===== src/design/kpc_pkg.sv =====
package kpc_pkg;

  localparam int unsigned ByteW = 8;
  localparam int unsigned CrcW = 16;
  localparam int unsigned IndexW = 9;
  localparam logic [CrcW-1:0] CRC_POLY = 16'h1021;
  localparam logic [ByteW-1:0] MAX_DATA_LEN_RESET = 8'd94;
  localparam logic [IndexW-1:0] INDEX_SAT = 9'd511;

  typedef struct packed {
    logic [ByteW-1:0] data_byte;
    logic             last_byte;
    logic [ByteW-1:0] expected_seq;
    logic [ByteW-1:0] expected_type;
  } item_t;

  typedef struct packed {
    logic             packet_ok;
    logic             length_ok;
    logic             check_ok;
    logic             seq_match;
    logic             type_match;
    logic [CrcW-1:0]  computed_crc;
    logic [ByteW-1:0] packet_seq;
    logic [ByteW-1:0] packet_type;
  } verdict_t;

  // CRC-16, MSB first, one byte
  function automatic logic [CrcW-1:0] crc_step(input logic [CrcW-1:0] crc,
                                               input logic [ByteW-1:0] b);
    logic [CrcW-1:0] c;
    c = crc ^ {b, 8'h00};
    for (int k = 0; k < 8; k++) begin
      if (c[CrcW-1]) begin
        c = {c[CrcW-2:0], 1'b0} ^ CRC_POLY;
      end else begin
        c = {c[CrcW-2:0], 1'b0};
      end
    end
    return c;
  endfunction

endpackage


===== src/design/kpc_in_stage.sv =====
module kpc_in_stage import kpc_pkg::*; (
  input  logic  clk,
  input  logic  rst,
  input  logic  in_valid,
  output logic  in_stall,
  input  item_t in_item,
  input  logic  advance,
  output logic  held_valid,
  output item_t held_item
);

  assign in_stall = held_valid && !advance;

  always_ff @(posedge clk) begin
    if (rst) begin
      held_valid <= 1'b0;
    end else if (!in_stall) begin
      held_valid <= in_valid;
    end
  end

  always_ff @(posedge clk) begin
    if (in_valid && !in_stall) begin
      held_item <= in_item;
    end
  end

`ifndef SYNTHESIS
  a_hold_unconsumed: assert property (@(posedge clk) disable iff (rst)
    held_valid && !advance |=> held_valid && $stable(held_item))
    else $error("unconsumed request lost from input register");
`endif

endmodule


===== src/design/kpc_field_track.sv =====
module kpc_field_track import kpc_pkg::*; (
  input  logic             clk,
  input  logic             rst,
  input  logic [ByteW-1:0] max_data_len,
  input  item_t            item,
  input  logic             step,
  output verdict_t         verdict
);

  logic [IndexW-1:0] byte_index, byte_index_next;
  logic [CrcW-1:0]   crc_reg, crc_reg_next;
  logic [ByteW-1:0]  length_field, length_field_next;
  logic [ByteW-1:0]  seq_field, seq_field_next;
  logic [ByteW-1:0]  type_field, type_field_next;
  logic [CrcW-1:0]   received_check, received_check_next;
  logic [1:0]        check_bytes_seen, check_bytes_seen_next;

  logic [ByteW:0]    max_len;
  logic              len_ok, long_enough, chk_ok;

  always_comb begin
    byte_index_next       = byte_index;
    crc_reg_next          = crc_reg;
    length_field_next     = length_field;
    seq_field_next        = seq_field;
    type_field_next       = type_field;
    received_check_next   = received_check;
    check_bytes_seen_next = check_bytes_seen;
    if (item.last_byte) begin
      // end mark: clear for the next packet
      byte_index_next       = '0;
      crc_reg_next          = '0;
      length_field_next     = '0;
      seq_field_next        = '0;
      type_field_next       = '0;
      received_check_next   = '0;
      check_bytes_seen_next = '0;
    end else begin
      if (byte_index == '0) begin
        crc_reg_next = crc_step('0, item.data_byte);
      end else if (byte_index == IndexW'(1)) begin
        length_field_next = item.data_byte;
        if (item.data_byte < 8'd2) begin
          crc_reg_next = '0;
        end else if (item.data_byte >= 8'd3) begin
          crc_reg_next = crc_step(crc_reg, item.data_byte);
        end
      end else begin
        if (byte_index == IndexW'(2)) seq_field_next = item.data_byte;
        if (byte_index == IndexW'(3)) type_field_next = item.data_byte;
        if (({1'b0, byte_index} + 10'd1) < {2'b00, length_field}) begin
          crc_reg_next = crc_step(crc_reg, item.data_byte);
        end
      end
      received_check_next = {item.data_byte, received_check[CrcW-1:ByteW]};
      if (check_bytes_seen != 2'd2) check_bytes_seen_next = check_bytes_seen + 2'd1;
      if (byte_index != INDEX_SAT) byte_index_next = byte_index + IndexW'(1);
    end
  end

  always_ff @(posedge clk) begin
    if (rst) begin
      byte_index       <= '0;
      crc_reg          <= '0;
      length_field     <= '0;
      seq_field        <= '0;
      type_field       <= '0;
      received_check   <= '0;
      check_bytes_seen <= '0;
    end else if (step) begin
      byte_index       <= byte_index_next;
      crc_reg          <= crc_reg_next;
      length_field     <= length_field_next;
      seq_field        <= seq_field_next;
      type_field       <= type_field_next;
      received_check   <= received_check_next;
      check_bytes_seen <= check_bytes_seen_next;
    end
  end

  assign max_len     = {1'b0, max_data_len} + 9'd7;
  assign len_ok      = (length_field >= 8'd5) && ({1'b0, length_field} <= max_len);
  assign long_enough = (check_bytes_seen == 2'd2) &&
                       (byte_index >= ({1'b0, length_field} + 9'd1));
  assign chk_ok      = long_enough && (received_check == crc_reg);

  always_comb begin
    verdict.packet_ok    = len_ok && chk_ok;
    verdict.length_ok    = len_ok;
    verdict.check_ok     = chk_ok;
    verdict.seq_match    = (seq_field == item.expected_seq);
    verdict.type_match   = (type_field == item.expected_type);
    verdict.computed_crc = crc_reg;
    verdict.packet_seq   = seq_field;
    verdict.packet_type  = type_field;
  end

`ifndef SYNTHESIS
  a_seen_sat: assert property (@(posedge clk) disable iff (rst)
    check_bytes_seen != 2'd3)
    else $error("check byte count ran past two");
  a_clear_after_end: assert property (@(posedge clk) disable iff (rst)
    step && item.last_byte |=> byte_index == '0 && crc_reg == '0 && check_bytes_seen == '0)
    else $error("packet state not cleared after end mark");
  a_seen_tracks_index: assert property (@(posedge clk) disable iff (rst)
    byte_index >= IndexW'(2) |-> check_bytes_seen == 2'd2)
    else $error("check byte count out of step with byte index");
`endif

endmodule


===== src/design/kpc_out_stage.sv =====
module kpc_out_stage import kpc_pkg::*; (
  input  logic     clk,
  input  logic     rst,
  input  logic     load,
  input  verdict_t verdict_in,
  output logic     ready,
  output logic     out_valid,
  input  logic     out_stall,
  output verdict_t verdict_out
);

  assign ready = !out_valid || !out_stall;

  always_ff @(posedge clk) begin
    if (rst) begin
      out_valid <= 1'b0;
    end else if (ready) begin
      out_valid <= load;
    end
  end

  always_ff @(posedge clk) begin
    if (load && ready) begin
      verdict_out <= verdict_in;
    end
  end

`ifndef SYNTHESIS
  a_no_overwrite: assert property (@(posedge clk) disable iff (rst)
    load |-> ready)
    else $error("result register loaded while a result is stalled");
`endif

endmodule


===== src/design/kermit_packet_checker_core.sv =====
// Received-packet checker for mini-Kermit, CRC-16 (poly 0x1021, init 0).
// Input channel: one packet byte per request on in_valid/in_stall with
// data_byte; last_byte flags the end mark, and expected_seq/expected_type
// are sampled with that request only. Output channel: one result request
// per packet on out_valid/out_stall, issued for the end mark alone.
// cfg_write/cfg_data set the maximum data length (reset 94); write it only
// while no packet is in progress.
// Path: a byte taken is held in the input register, then folded into
// the CRC in the packet state registers; an end mark instead loads the
// result register, which offers the result on out_valid.
// Throughput: one byte per cycle unless an end mark waits on a stalled
// result, set by the single-byte CRC update into the packet state.
// Stall: while out_stall holds a pending result, data bytes still advance;
// only a following end mark waits, and in_stall then rises.
// Reset (rst, synchronous): drop any held request and result, clear the
// packet state, restore the maximum length to MaxDataLenReset (default 94).
module kermit_packet_checker_core import kpc_pkg::*; #(
  parameter logic [ByteW-1:0] MaxDataLenReset = MAX_DATA_LEN_RESET
) (
  input  logic             clk,
  input  logic             rst,
  input  logic             cfg_write,
  input  logic [ByteW-1:0] cfg_data,
  input  logic             in_valid,
  output logic             in_stall,
  input  logic [ByteW-1:0] data_byte,
  input  logic             last_byte,
  input  logic [ByteW-1:0] expected_seq,
  input  logic [ByteW-1:0] expected_type,
  output logic             out_valid,
  input  logic             out_stall,
  output logic             packet_ok,
  output logic             length_ok,
  output logic             check_ok,
  output logic             seq_match,
  output logic             type_match,
  output logic [CrcW-1:0]  computed_crc,
  output logic [ByteW-1:0] packet_seq,
  output logic [ByteW-1:0] packet_type
);

  logic [ByteW-1:0] max_data_len;
  item_t            in_item, held_item;
  logic             held_valid, advance, out_ready;
  verdict_t         verdict, result;

  // maximum data length register
  always_ff @(posedge clk) begin
    if (rst) begin
      max_data_len <= MaxDataLenReset;
    end else if (cfg_write) begin
      max_data_len <= cfg_data;
    end
  end

  assign in_item = '{data_byte: data_byte, last_byte: last_byte,
                     expected_seq: expected_seq, expected_type: expected_type};

  // a data byte always advances; an end mark needs room in the result register
  assign advance = held_valid && (!held_item.last_byte || out_ready);

  kpc_in_stage u_in (
    .clk       (clk),
    .rst       (rst),
    .in_valid  (in_valid),
    .in_stall  (in_stall),
    .in_item   (in_item),
    .advance   (advance),
    .held_valid(held_valid),
    .held_item (held_item)
  );

  kpc_field_track u_track (
    .clk         (clk),
    .rst         (rst),
    .max_data_len(max_data_len),
    .item        (held_item),
    .step        (advance),
    .verdict     (verdict)
  );

  kpc_out_stage u_out (
    .clk        (clk),
    .rst        (rst),
    .load       (advance && held_item.last_byte),
    .verdict_in (verdict),
    .ready      (out_ready),
    .out_valid  (out_valid),
    .out_stall  (out_stall),
    .verdict_out(result)
  );

  assign packet_ok    = result.packet_ok;
  assign length_ok    = result.length_ok;
  assign check_ok     = result.check_ok;
  assign seq_match    = result.seq_match;
  assign type_match   = result.type_match;
  assign computed_crc = result.computed_crc;
  assign packet_seq   = result.packet_seq;
  assign packet_type  = result.packet_type;

`ifndef SYNTHESIS
  a_result_needs_end: assert property (@(posedge clk) disable iff (rst)
    $rose(out_valid) |-> $past(held_valid && held_item.last_byte))
    else $error("result raised without an end mark");
  a_ok_is_and: assert property (@(posedge clk) disable iff (rst)
    out_valid |-> packet_ok == (length_ok && check_ok))
    else $error("packet_ok disagrees with length and check verdicts");
`endif

endmodule


===== config.mk =====
export PLATFORM = sky130hd
export DESIGN_NAME = kermit_packet_checker_core
export DESIGN_NICKNAME = d
export VERILOG_FILES = /design/src/design/kpc_pkg.sv /design/src/design/kpc_in_stage.sv /design/src/design/kpc_field_track.sv /design/src/design/kpc_out_stage.sv /design/src/design/kermit_packet_checker_core.sv
export SDC_FILE = /design/constraint.sdc
export NUM_CORES = 1
export LEC_CHECK = 0
export BUFFER_PORTS_ARGS = -buffer_cell sky130_fd_sc_hd__buf_4
export CAP_MARGIN = 20
export CORE_MARGIN = 10
export CORE_UTILIZATION = 53
export CTS_CLUSTER_DIAMETER = 60
export CTS_CLUSTER_SIZE = 12
export DETAILED_ROUTE_END_ITERATION = 7
export PLACE_DENSITY_LB_ADDON = 0.05
export SYNTH_ARGS = -nofsm -noshare
export SYNTH_HDL_FRONTEND = slang
export SYNTH_SLANG_ARGS = --single-unit
export TNS_END_PERCENT = 50

===== constraint.sdc =====
create_clock -name clk -period 2.7 [get_ports clk]
set_input_delay 0.54 -clock clk [delete_from_list [all_inputs] [get_ports clk]]
set_output_delay 0.54 -clock clk [all_outputs]
set_load 0.02 [all_outputs]

# == Yosys cells after proc, flatten, opt, wreduce, memory -nomap -nowiden ==
# Index checks and enable logic that the tools add are counted.
# op_classes
n_mux,122
n_reduce_logical,29
n_bitwise,24
magnitude_cmp,6
n_addsub,5
eq_ne,12
# ops
op,count
two-way mux 16 bit,84
two-way mux 13 bit,23
two-way mux 8 bit,11
NOT 3 bit,23
"equality test 9 x 2 -> 1 bit, second input constant",2
two-way mux 9 bit,2
equality test 16 bit,1
equality test 8 bit,2
XOR 16 bit,1
"adder 9 x 1 -> 10 bit, second input constant",1
less-than comparator 10 x 8 -> 1 bit,1
nonzero test 2 bit,5
"adder 8 x 1 -> 9 bit, second input constant",1
"adder 8 x 3 -> 9 bit, second input constant",1
"adder 9 x 1 -> 9 bit, second input constant",1
"equality test 9 x 1 -> 1 bit, second input constant",1
greater-or-equal comparator 9 bit,1
<= comparator 8 x 9 -> 1 bit,1
logical AND 1 bit,9
logical NOT 9 bit,1
"!= test 9 bit, second input constant",1
"greater-or-equal comparator 8 x 2 -> 1 bit, second input constant",1
"greater-or-equal comparator 8 x 3 -> 1 bit, second input constant",1
"less-than comparator 8 x 2 -> 1 bit, second input constant",1
other kinds (11),22
# word_totals
register_bits,139
elab_cells,220
out_inout_bits,39

# == Longest topological paths before layout ==
# Gate-level depths: netlist of run 1.
# depth
ltp_word,57
ltp_mapped,12
depth_no_buf,12

# == Hierarchy ==
# A second synthesis of run 1 with hierarchy kept.
# unflattened
cells_unflattened,655
hier_area_um2,6934.2
# by_module_without_submodules
module,cells_per_inst,seq_area_each_um2,n_inst,area_per_inst_um2
kpc_field_track,555,1341.3,1,4667.0
kpc_out_stage,42,1131.1,1,1149.9
kpc_in_stage,29,770.7,1,800.8
kermit_packet_checker_core,29,160.2,1,316.6

# == Worst setup path before layout of run 1 ==
# Ideal clock, no wire load.
# synth_timing
path_kind,input port to flip-flop
start,input port out_stall
end,register u_out.verdict_out[0] (netlist bit) (enable)
path_buffers,0
path_slack_ns,-0.192
arrival_time_ns,2.459
cell_stages,3
t_required_ns,2.267
cell_sequence,nand3_1 -> nand2_1 -> nor2_1
# synth_via
elab_chain_cells,6
# synth_lines
element,line_no,text
start: declaration,kermit_packet_checker_core.sv:31,"input logic out_stall,"
logical NOT 1 bit *,kpc_out_stage.sv:12,assign ready = !out_valid || !out_stall;
logical OR 1 bit *,kpc_out_stage.sv:12,
logical OR 1 bit,kermit_packet_checker_core.sv:60,assign advance = held_valid && (!held_item.last_byte || out_ready);
logical AND 1 bit,kermit_packet_checker_core.sv:60,
logical AND 1 bit,kermit_packet_checker_core.sv:85,".load (advance && held_item.last_byte),"
logical AND 1 bit *,kpc_out_stage.sv:23,if (load && ready) begin
end signal: assignment,kpc_out_stage.sv:24,verdict_out <= verdict_in;
end: declaration,kpc_out_stage.sv:9,output verdict_t verdict_out
# Every way passes the cells marked *; elsewhere a longest branch is shown, timed or not.
# A chain may end at the register's enable or synchronous reset.

==> metrics.txt, run 1 <==
final non-filler cell area=8180 um^2; launching element type of the critical path=register; worst hold slack=288 ps; # Post-CTS Setup Buffers=0; async set-or-reset flop fraction in the synthesized netlist=0%; post-layout minimum cycle time=2590 ps; Final period util=95.8%; effective utilization at floorplan=53.9%; power spent charging and discharging nets=1260 uW; Initial DRC Count=376; total CTS buffers=17; leakage power summed over all cells=0.00331 uW; TritonCTS clock tree=yes; fraction of final layout cells with drive strength greater than 1=20.7%; drc violations=0; Max FO, Critical Path=5; power per unit of standard cell area=612 nW/um^2; synthesized area per cell=10.6 um^2; relative max-transition margin=56.6%; minimum setup slack after placement=46.2 ps; remaining antenna violation count=0; final wirelength=17,100 um; detailed placement HPWL=12,700 um; transition time of the tightest slew-check pin=647 ps; most frequent standard cell in the layout excluding fill and tap cells=buf_4; via count normalized by instance count=5.61; portion of total power attributed to combinational logic=9.6%; Die H=133 um; global-route wire length before repair=27,200 um; Core Area=12,500 um^2; crit path DAT=2770 ps; cells after synthesis=639; count of standard-cell rows=41; total clock sinks=139; switching portion of total power=25.1%; die width=133 um; standard cell area after detailed placement=7600 um^2; number of global-route vias before repair=5,121; post-synthesis to final-layout area growth=21.3%; count of distinct cell types in the synthesized netlist=55; Post-Syn Area=6750 um^2; Final Max Slew Viols=0; sequential share of power=46.6%; final estimated routing congestion in global placement=0.906; Worst Setup Slack, final=114 ps; critical path required time=2880 ps; ant diodes=0; Fin Clk Skew=8.08 ps; ys flop type=dfxtp_1; IO Port Bufs=76; power share of the clock group=43.7%; Worst-Skew Late Latency=430 ps; max reg flops=37; TNS Setup=0 ps; setup repair after global routing missed its margin=false; CTS H-tree depth=4; IO Count=77; status=finished, final reports clean; Die ar.=17,600 um^2; global-route congestion overflow total=0; antenna violations before repair=0; max-capacitance violation count=0; capturing element type of the critical path=register; f_max=387 MHz; # setup viols final=0; P_int=3750 uW; number of flip-flops and latches in the synthesized netlist=139; Worst Path Class, Setup=reg2reg; CTS clock-pin slew for the worst setup and hold paths=60 ps; number of nets in the layout=804; Max VDD drop=379 uV; routed via count=5,138; GRT Resource Usage Total=19.4%; clock tree root buffer cell=clkbuf_16; number of flops mapped to enable cells by yosys=62; number of endpoints with negative hold slack in the final report=0; number of detailed-route iterations in the first pass=5; Post-Synthesis Net Count=712; sequential-to-total area share from yosys stat=50.5%; clock buffer depth=2; Avg WL per Cell=18.7 um; most frequent cells in the layout=102 x buf_4, 74 x dfxtp_1, 62 x edfxtp_1, 61 x nor2_1, 50 x xnor2_1; number of warnings reported in the yosys synthesis log=0; Top reg by flops=u_out.verdict_out; hold crit path type=in2reg; Core Util, Final=65.4%; largest registers=u_out.verdict_out: 37 flops, u_in.held_item: 25 flops; maximum number of pins on one net before global-route repair=60; total of hold buffers inserted after clock tree synthesis=0
[critical path, stage by stage (launching register included)]
cell,delay (ps)
dfxtp_1,450
inv_1,170
nor4_4,320
nand2_1,110
xnor2_1,140
ha_1,310
nor2b_1,130
o21ai_0,160
o2111a_1,280
nor3_1,100
and2_1,160
[final cells by class]
type,instances,area [um^2]
sequential,139,3410
fill,1060,4340
multi-input combinational,447,3140
inverter,23,86.3
timing repair buffer,103,786
clock inverter,14,121
tap,172,215
clock buffer,18,429
[cells by family (layout without fill, tap and decap cells)]
kind of cell | after synthesis | in the layout | synth area share [%]
compound gates | 122 | 122 | 12.2
xor+xnor | 77 | 77 | 10.0
fa+ha+maj | 35 | 35 | 6.49
buf+inv | 53 | 158 | 3.58
flops | 139 | 139 | 50.5
mux | 21 | 21 | 3.12
simple gates | 192 | 192 | 14.2
[stage by stage]
stage / total power [uW] / instances
after global routing: 5180 / 916
after detailed placement: 2850 / 884
after CTS: 5030 / 916
final: 5000 / 916
after floorplan: 2670 / 639
after global placement: 2840 / 884
[path summary, 6_finish.rpt]
| check | start | to | slack, ps | cells past startpoint |
|---|---|---|---|---|
| worst max-delay path | u_track.length_field[1] | u_out.verdict_out[36] | 110 | 10 |
| worst min-delay path | expected_seq[3] | u_in.held_item[11] | 290 | 1 |
| worst max register to register | u_track.length_field[1] | u_out.verdict_out[36] | 110 | 10 |
| worst min register to register | u_track.seq_field[4] | u_out.verdict_out[12] | 490 | 0 |
[power groups by stage]
stage	clock, uW	combinational (uW)	sequential (uW)
detailed placement	0	477	2380
global route	2320	527	2340
finish	2190	483	2330
CTS	2220	481	2330
floorplan	0	301	2370
global placement	0	466	2380
[routing by layer]
metal	vias to the layer above	global-route usage [%]	share of wire (%)
met4	0	8.44	2.6
met5	-	0	0
li1	2461	-	-
met3	34	4.43	4.6
met1	2500	22.9	42
met2	143	33.1	51
[cell usage after synthesis (5+ instances only)]
library cell,n,area (um^2)
nor4_1,5,31.3
a21oi_1,29,145
buf_2,8,40.0
o21ai_0,25,125
a22oi_1,27,203
a22o_1,12,105
nor3_1,15,75.1
inv_1,23,86.3
nand2_1,43,161
xnor2_1,50,438
dfxtp_1,77,1540
nand4_1,11,68.8
ha_1,35,438
clkbuf_1,14,52.6
xor2_1,27,236
nor2_1,63,236
edfxtp_1,62,1860
nand3_1,15,75.1
nor2b_1,12,75.1
mux2i_1,21,210
[timing repair]
action / 4_1_cts / 5_1_grt
endpoints found under the hold margin: 0 / 0
gates resized for setup: 0 / 10
setup endpoints to repair: 0 / 18
(Power assumes the default switching activity.)
==> run 2, diff against run 1 <==
--- a/config.mk
+++ b/config.mk
@@ -13,6 +13,7 @@
 export CTS_CLUSTER_SIZE = 12
 export DETAILED_ROUTE_END_ITERATION = 7
 export PLACE_DENSITY_LB_ADDON = 0.05
+export REMOVE_ABC_BUFFERS = 1
 export SYNTH_ARGS = -nofsm -noshare
 export SYNTH_HDL_FRONTEND = slang
 export SYNTH_SLANG_ARGS = --single-unit
==> metrics.txt, run 2 (same netlist as run 1, synthesis figures left out) <==
total clock sinks=139 (unchanged); clock tree root buffer cell=clkbuf_16; critical path depth in cells=11 (+1); number of global-route vias before repair=5,113 (-0.16%); remaining antenna violation count=0 (unchanged); # setup viols final=0 (unchanged); FF+latch area=3400 um^2 (-0.11%); antenna violations before repair=0 (unchanged); IO Count=77 (unchanged); capturing element type of the critical path=register; setup repair after global routing missed its margin=false; final estimated routing congestion in global placement=0.889 (-1.9%); standard cell area after detailed placement=7600 um^2 (unchanged); GRT Resource Usage Total=19.3% (-0.16 points); total CTS buffers=17 (unchanged); final non-filler cell area=8200 um^2 (+0.21%); Die ar.=17,600 um^2 (unchanged); power consumption=5080 uW (+1.4%); CTS clock-pin slew for the worst setup and hold paths=60 ps (about the same); Top delay family on crit path=compound AO/OA/AOI/OAI gates; crit path DAT=2850 ps (+80 ps); Top reg by flops=u_out.verdict_out; count of placed standard cells including taps=884 (unchanged); relative max-transition margin=55.0% (-1.6 points); Worst Path Class, Setup=reg2reg; hold-critical path depth=1 (unchanged); Final Max Slew Viols=0 (unchanged); Initial DRC Count=328 (-13%); f_max=394 MHz (+1.9%); Avg WL per Cell=18.3 um (-1.8%); max reg flops=37 (unchanged); Fin Clk Skew=7.48 ps (-0.601 ps); Core Util, Final=65.5% (+0.14 points); slowest stage cell on the critical path=dfxtp_1; TritonCTS clock tree=yes; detailed placement HPWL=12,400 um (-2.0%); Cell Count, Final, Fillers Out=916 (unchanged); ant diodes=0 (unchanged); Worst R2R Path Depth=11 (+1); Final period util=94.0% (-1.7 points); global-route wire length before repair=27,000 um (-0.59%); leakage power summed over all cells=0.00331 uW (about the same); sequence of cells on the critical path=ha_1, and3_2, nand3_1, xnor2_1, ha_1, a211oi_2, o311ai_4, o211ai_2, a21oi_2, buf_4, a22o_1; Core Area=12,500 um^2 (unchanged); critical path required time=3010 ps (+130 ps); post-layout minimum cycle time=2540 ps (-47.2 ps); effective utilization at floorplan=53.9% (unchanged); power per unit of standard cell area=619 nW/um^2 (+1.2%); Die H=133 um (unchanged); number of nets in the layout=804 (unchanged); fraction of final layout cells with drive strength greater than 1=20.0% (-0.67 points); clock buffer depth=2 (unchanged); IO Port Bufs=76 (unchanged); total of hold buffers inserted after clock tree synthesis=0 (unchanged); CTS H-tree depth=4 (unchanged); launching element type of the critical path=register; transition time of the tightest slew-check pin=671 ps (+24.5 ps); drc violations=0 (unchanged); multi-input logic area=3130 um^2 (about the same); number of endpoints with negative hold slack in the final report=0 (unchanged); largest registers=u_out.verdict_out: 37 flops, u_in.held_item: 25 flops; status=finished, final reports clean; Buf+Inv Stages, Crit Path=1 (unchanged); routed via count=5,081 (-1.1%); Worst-Skew Late Latency=420 ps (about the same); max-capacitance violation count=0 (unchanged); cell repeated most along the worst path=ha_1; count of filler cells inserted in the layout=1,091 (+2.9%); count of standard-cell rows=41 (unchanged); die width=133 um (unchanged); global-route congestion overflow total=0 (unchanged); most frequent cells in the layout=102 x buf_4, 77 x dfxtp_1, 62 x nor2_1, 62 x edfxtp_1, 50 x xnor2_1; number of detailed-route iterations in the first pass=4 (-1); maximum number of pins on one net before global-route repair=36 (-40%); final wirelength=16,800 um (-1.8%); post-synthesis to final-layout area growth=21.6%; hold crit path type=in2reg; via count normalized by instance count=5.55 (-1.1%); Max FO, Critical Path=12 (+7); Max VDD drop=406 uV (+7.1%); most frequent standard cell in the layout excluding fill and tap cells=buf_4; maximum single-stage delay on the critical path=400 ps (-50 ps)
==> run 2: path summary, 6_finish.rpt <==
check / startpoint / endpoint / slack (ps)
setup reg to reg: u_track.byte_index[1] / u_track.crc_reg[1] / 160
setup / recovery: u_track.byte_index[1] / u_track.crc_reg[1] / 160
hold reg to reg: u_track.type_field[3] / u_out.verdict_out[3] / 490
hold / removal: expected_type[6] / u_in.held_item[6] / 290
==> run 2: timing repair <==
action                                  4_1_cts  5_1_grt
buffers inserted                              0        0
endpoints found under the setup margin        0       15
resized for setup                             0        5
==> run 2: worst reg2reg max path, delay by kind of cell, from the launching register on <==
kind / cells / cell delay (ps)
XOR/XNOR: 1 / 160
buffers and inverters: 1 / 200
AND/OR/NAND/NOR: 2 / 340
AO/OA/AOI/OAI: 5 / 930
adder cells (fa/ha/maj): 2 / 400
flip-flops: 1 / 400
==> run 2: metrics by stage <==
| stage | hold slack (ps) | TNS, ps | worst slack [ps] |
|---|---|---|---|
| final | 291 | 0 | 161 |
| after global routing | 269 | 0 | 27.6 |
| after CTS | 273 | 0 | 78.9 |
| after detailed placement | 461 | 0 | 90.0 |
| after global placement | 467 | 0 | 133 |
| after floorplan | 445 | -22750 | -603 |
==> run 2: final cells by class <==
cell class | count | share of cell area [%]
Sequential cell | 139 | 41.5
Inverter | 23 | 1.05
Tap cell | 172 | 2.62
Clock buffer | 18 | 5.23
Clock inverter | 14 | 1.77
Timing Repair Buffer | 103 | 9.58
Multi-Input combinational cell | 447 | 38.2
==> run 2: power by group <==
part / internal (uW) / switching [uW] / leakage, uW
Clock: 1360 / 904 / 0.000272
Combinational: 213 / 268 / 0.00183
Sequential: 2270 / 63.5 / 0.00121
Total: 3840 / 1230 / 0.00331
==> run 2: routing by layer <==
layer  wire (um)  global-route usage [%]  vias up
met2        8450                    32.5      139
met5           0                       0        -
met3         874                    4.62       27
met4         399                    8.44        0
met1        7070                    22.7     2453
li1            -                       -     2462
==> run 3, diff against run 2 <==
--- a/config.mk
+++ b/config.mk
@@ -5,13 +5,13 @@
 export SDC_FILE = /design/constraint.sdc
 export NUM_CORES = 1
 export LEC_CHECK = 0
-export BUFFER_PORTS_ARGS = -buffer_cell sky130_fd_sc_hd__buf_4
 export CAP_MARGIN = 20
 export CORE_MARGIN = 10
-export CORE_UTILIZATION = 53
+export CORE_UTILIZATION = 57
 export CTS_CLUSTER_DIAMETER = 60
 export CTS_CLUSTER_SIZE = 12
 export DETAILED_ROUTE_END_ITERATION = 7
+export DONT_BUFFER_PORTS = 1
 export PLACE_DENSITY_LB_ADDON = 0.05
 export REMOVE_ABC_BUFFERS = 1
 export SYNTH_ARGS = -nofsm -noshare
==> metrics.txt, run 3 (same netlist as run 1, synthesis figures left out) <==
status=finished, final reports clean; destination of the worst hold path=u_track.type_field[6]; Met3 Wirelength=716 um (-18%); largest registers=u_out.verdict_out: 37 flops, u_in.held_item: 25 flops; transition time of the tightest slew-check pin=677 ps (+6.18 ps); total clock sinks=139 (unchanged); setup repair after global routing missed its margin=false; hold-critical path depth=1 (unchanged); Final period util=93.3% (-0.69 points); max-capacitance violation count=0 (unchanged); launching element type of the critical path=register; FF-to-FF setup slack=180 ps (+20 ps); crit path DAT=2840 ps (about the same); drc violations=0 (unchanged); Max VDD drop=395 uV (-2.6%); minimum setup slack after placement=120 ps (+29.5 ps); Die ar.=16,600 um^2 (-6.0%); via count normalized by instance count=5.89 (+6.1%); Worst-Skew Late Latency=430 ps (about the same); antenna violations before repair=0 (unchanged); die width=129 um (-3.0%); # setup viols final=0 (unchanged); Worst Path Class, Setup=reg2reg; fraction of final layout cells with drive strength greater than 1=11.2% (-8.8 points); most frequent cells in the layout=77 x dfxtp_1, 62 x nor2_1, 62 x edfxtp_1, 50 x xnor2_1, 43 x nand2_1; number of detailed-route iterations in the first pass=5 (+1); leakage power summed over all cells=0.00297 uW (-10%); Core Area=11,500 um^2 (-8.0%); count of standard-cell rows=39 (-4.9%); CTS clock-pin slew for the worst setup and hold paths=60 ps (about the same); IO Count=77 (unchanged); Worst Setup Slack, final=180 ps (+18.7 ps); Core Util, Final=66.4% (+0.87 points); clock buffer depth=2 (unchanged); detailed placement HPWL=11,600 um (-6.2%); f_max=397 MHz (+0.74%); RR Startpoint=u_track.byte_index[3]; remaining antenna violation count=0 (unchanged); final estimated routing congestion in global placement=0.919 (+3.4%); post-layout minimum cycle time=2520 ps (-18.7 ps); CTS H-tree depth=4 (unchanged); final wirelength=16,200 um (-3.3%); Avg WL per Cell=20.0 um (+9.1%); number of global-route vias before repair=4,684 (-8.4%); Final Max Slew Viols=0 (unchanged); routed metal-1 wirelength=6990 um (-1.1%); IO Port Bufs=0 (-100%); global-route congestion overflow total=0 (unchanged); power per unit of standard cell area=679 nW/um^2 (+9.6%); Fin Clk Skew=8.11 ps (+0.626 ps); top layer used by detailed routing=met4; relative max-transition margin=54.5% (-0.41 points); global-route wire length before repair=25,600 um (-5.2%); routed via count=4,780 (-5.9%); Top reg by flops=u_out.verdict_out; capturing element type of the critical path=register; power consumption=5190 uW (+2.2%); routed wire length on met2=8030 um (-5.0%); hold crit path type=in2reg; effective utilization at floorplan=58.6% (+4.7 points); clock tree root buffer cell=clkbuf_16; number of endpoints with negative hold slack in the final report=0 (unchanged); ant diodes=0 (unchanged); critical path required time=3020 ps (about the same); Initial DRC Count=511 (+56%); max reg flops=37 (unchanged); most frequent standard cell in the layout excluding fill and tap cells=dfxtp_1; Critical R2R Capture=u_track.crc_reg[11]; number of nets in the layout=729 (-9.3%); worst hold start=rst; post-synthesis to final-layout area growth=13.3%; # Post-CTS Setup Buffers=0 (unchanged); total CTS buffers=17 (unchanged); Worst R2R Path Depth=11 (unchanged); GRT Resource Usage Total=20.0% (+0.71 points); Max FO, Critical Path=12 (unchanged); Die H=129 um (-3.0%); TritonCTS clock tree=yes; maximum number of pins on one net before global-route repair=60 (+67%)
-- run 3: worst max-delay path: stages (launching register included) --
cell and delay [ps]:
dfxtp_1 360, and3_4 210, nand3_4 70, nor2_1 170, xor2_1 180, ha_1 290
a211oi_2 290, o311ai_4 150, o211ai_2 200, a21oi_2 100, buf_12 160, a22o_1 220
-- run 3: timing repair --
action                     4_1_cts  5_1_grt
resized for setup                0        2
setup endpoints to repair        0       12
hold buffers                     0        0
-- run 3: cell type report --
class | count | area [um^2]
sequential | 139 | 3400
multi-input combinational | 447 | 3120
tap | 143 | 179
clock buffer | 18 | 429
fill | 901 | 3870
inverter | 23 | 86.3
timing repair buffer | 28 | 235
clock inverter | 14 | 191
-- run 3: worst max-delay path by stage --
| stage | start | end | slack (ps) | depth (start not counted) |
|---|---|---|---|---|
| 4_1_cts | u_track.byte_index[3] | u_track.crc_reg[0] | 100 | 11 |
| 5_1_grt | u_track.byte_index[3] | u_track.crc_reg[13] | 20 | 11 |
| 6_report | u_track.byte_index[3] | u_track.crc_reg[11] | 180 | 11 |
| 2_1_floorplan | u_in.held_item[16] | u_out.verdict_out[0] | -600 | 3 |
| 3_3_place_gp | u_track.byte_index[3] | u_track.crc_reg[6] | 200 | 11 |
| 3_5_place_dp | u_track.byte_index[3] | u_track.crc_reg[9] | 120 | 11 |
-- run 3: power breakdown --
group	total, uW	internal, uW	switching, uW	leakage (uW)
sequential	2350	2270	85.6	0.00121
clock	2460	1550	908	0.000295
combinational	376	160	216	0.00146
-- run 3: routing by layer --
layer	vias up	GRT usage [%]
met5	-	0
met4	0	10.0
li1	2312	-
met3	36	5.22
met2	136	32.7
met1	2296	23.9
-- run 3: stage by stage --
| step | cells | instance area [um^2] | TNS (ps) | hold WS [ps] |
|---|---|---|---|---|
| global placement | 780 | 7010 | 0 | 470 |
| floorplan | 609 | 6590 | -22750 | 445 |
| global route | 812 | 7640 | 0 | 166 |
| finish | 812 | 7640 | 0 | 186 |
| CTS | 812 | 7630 | 0 | 177 |
| detailed placement | 780 | 7010 | 0 | 468 |
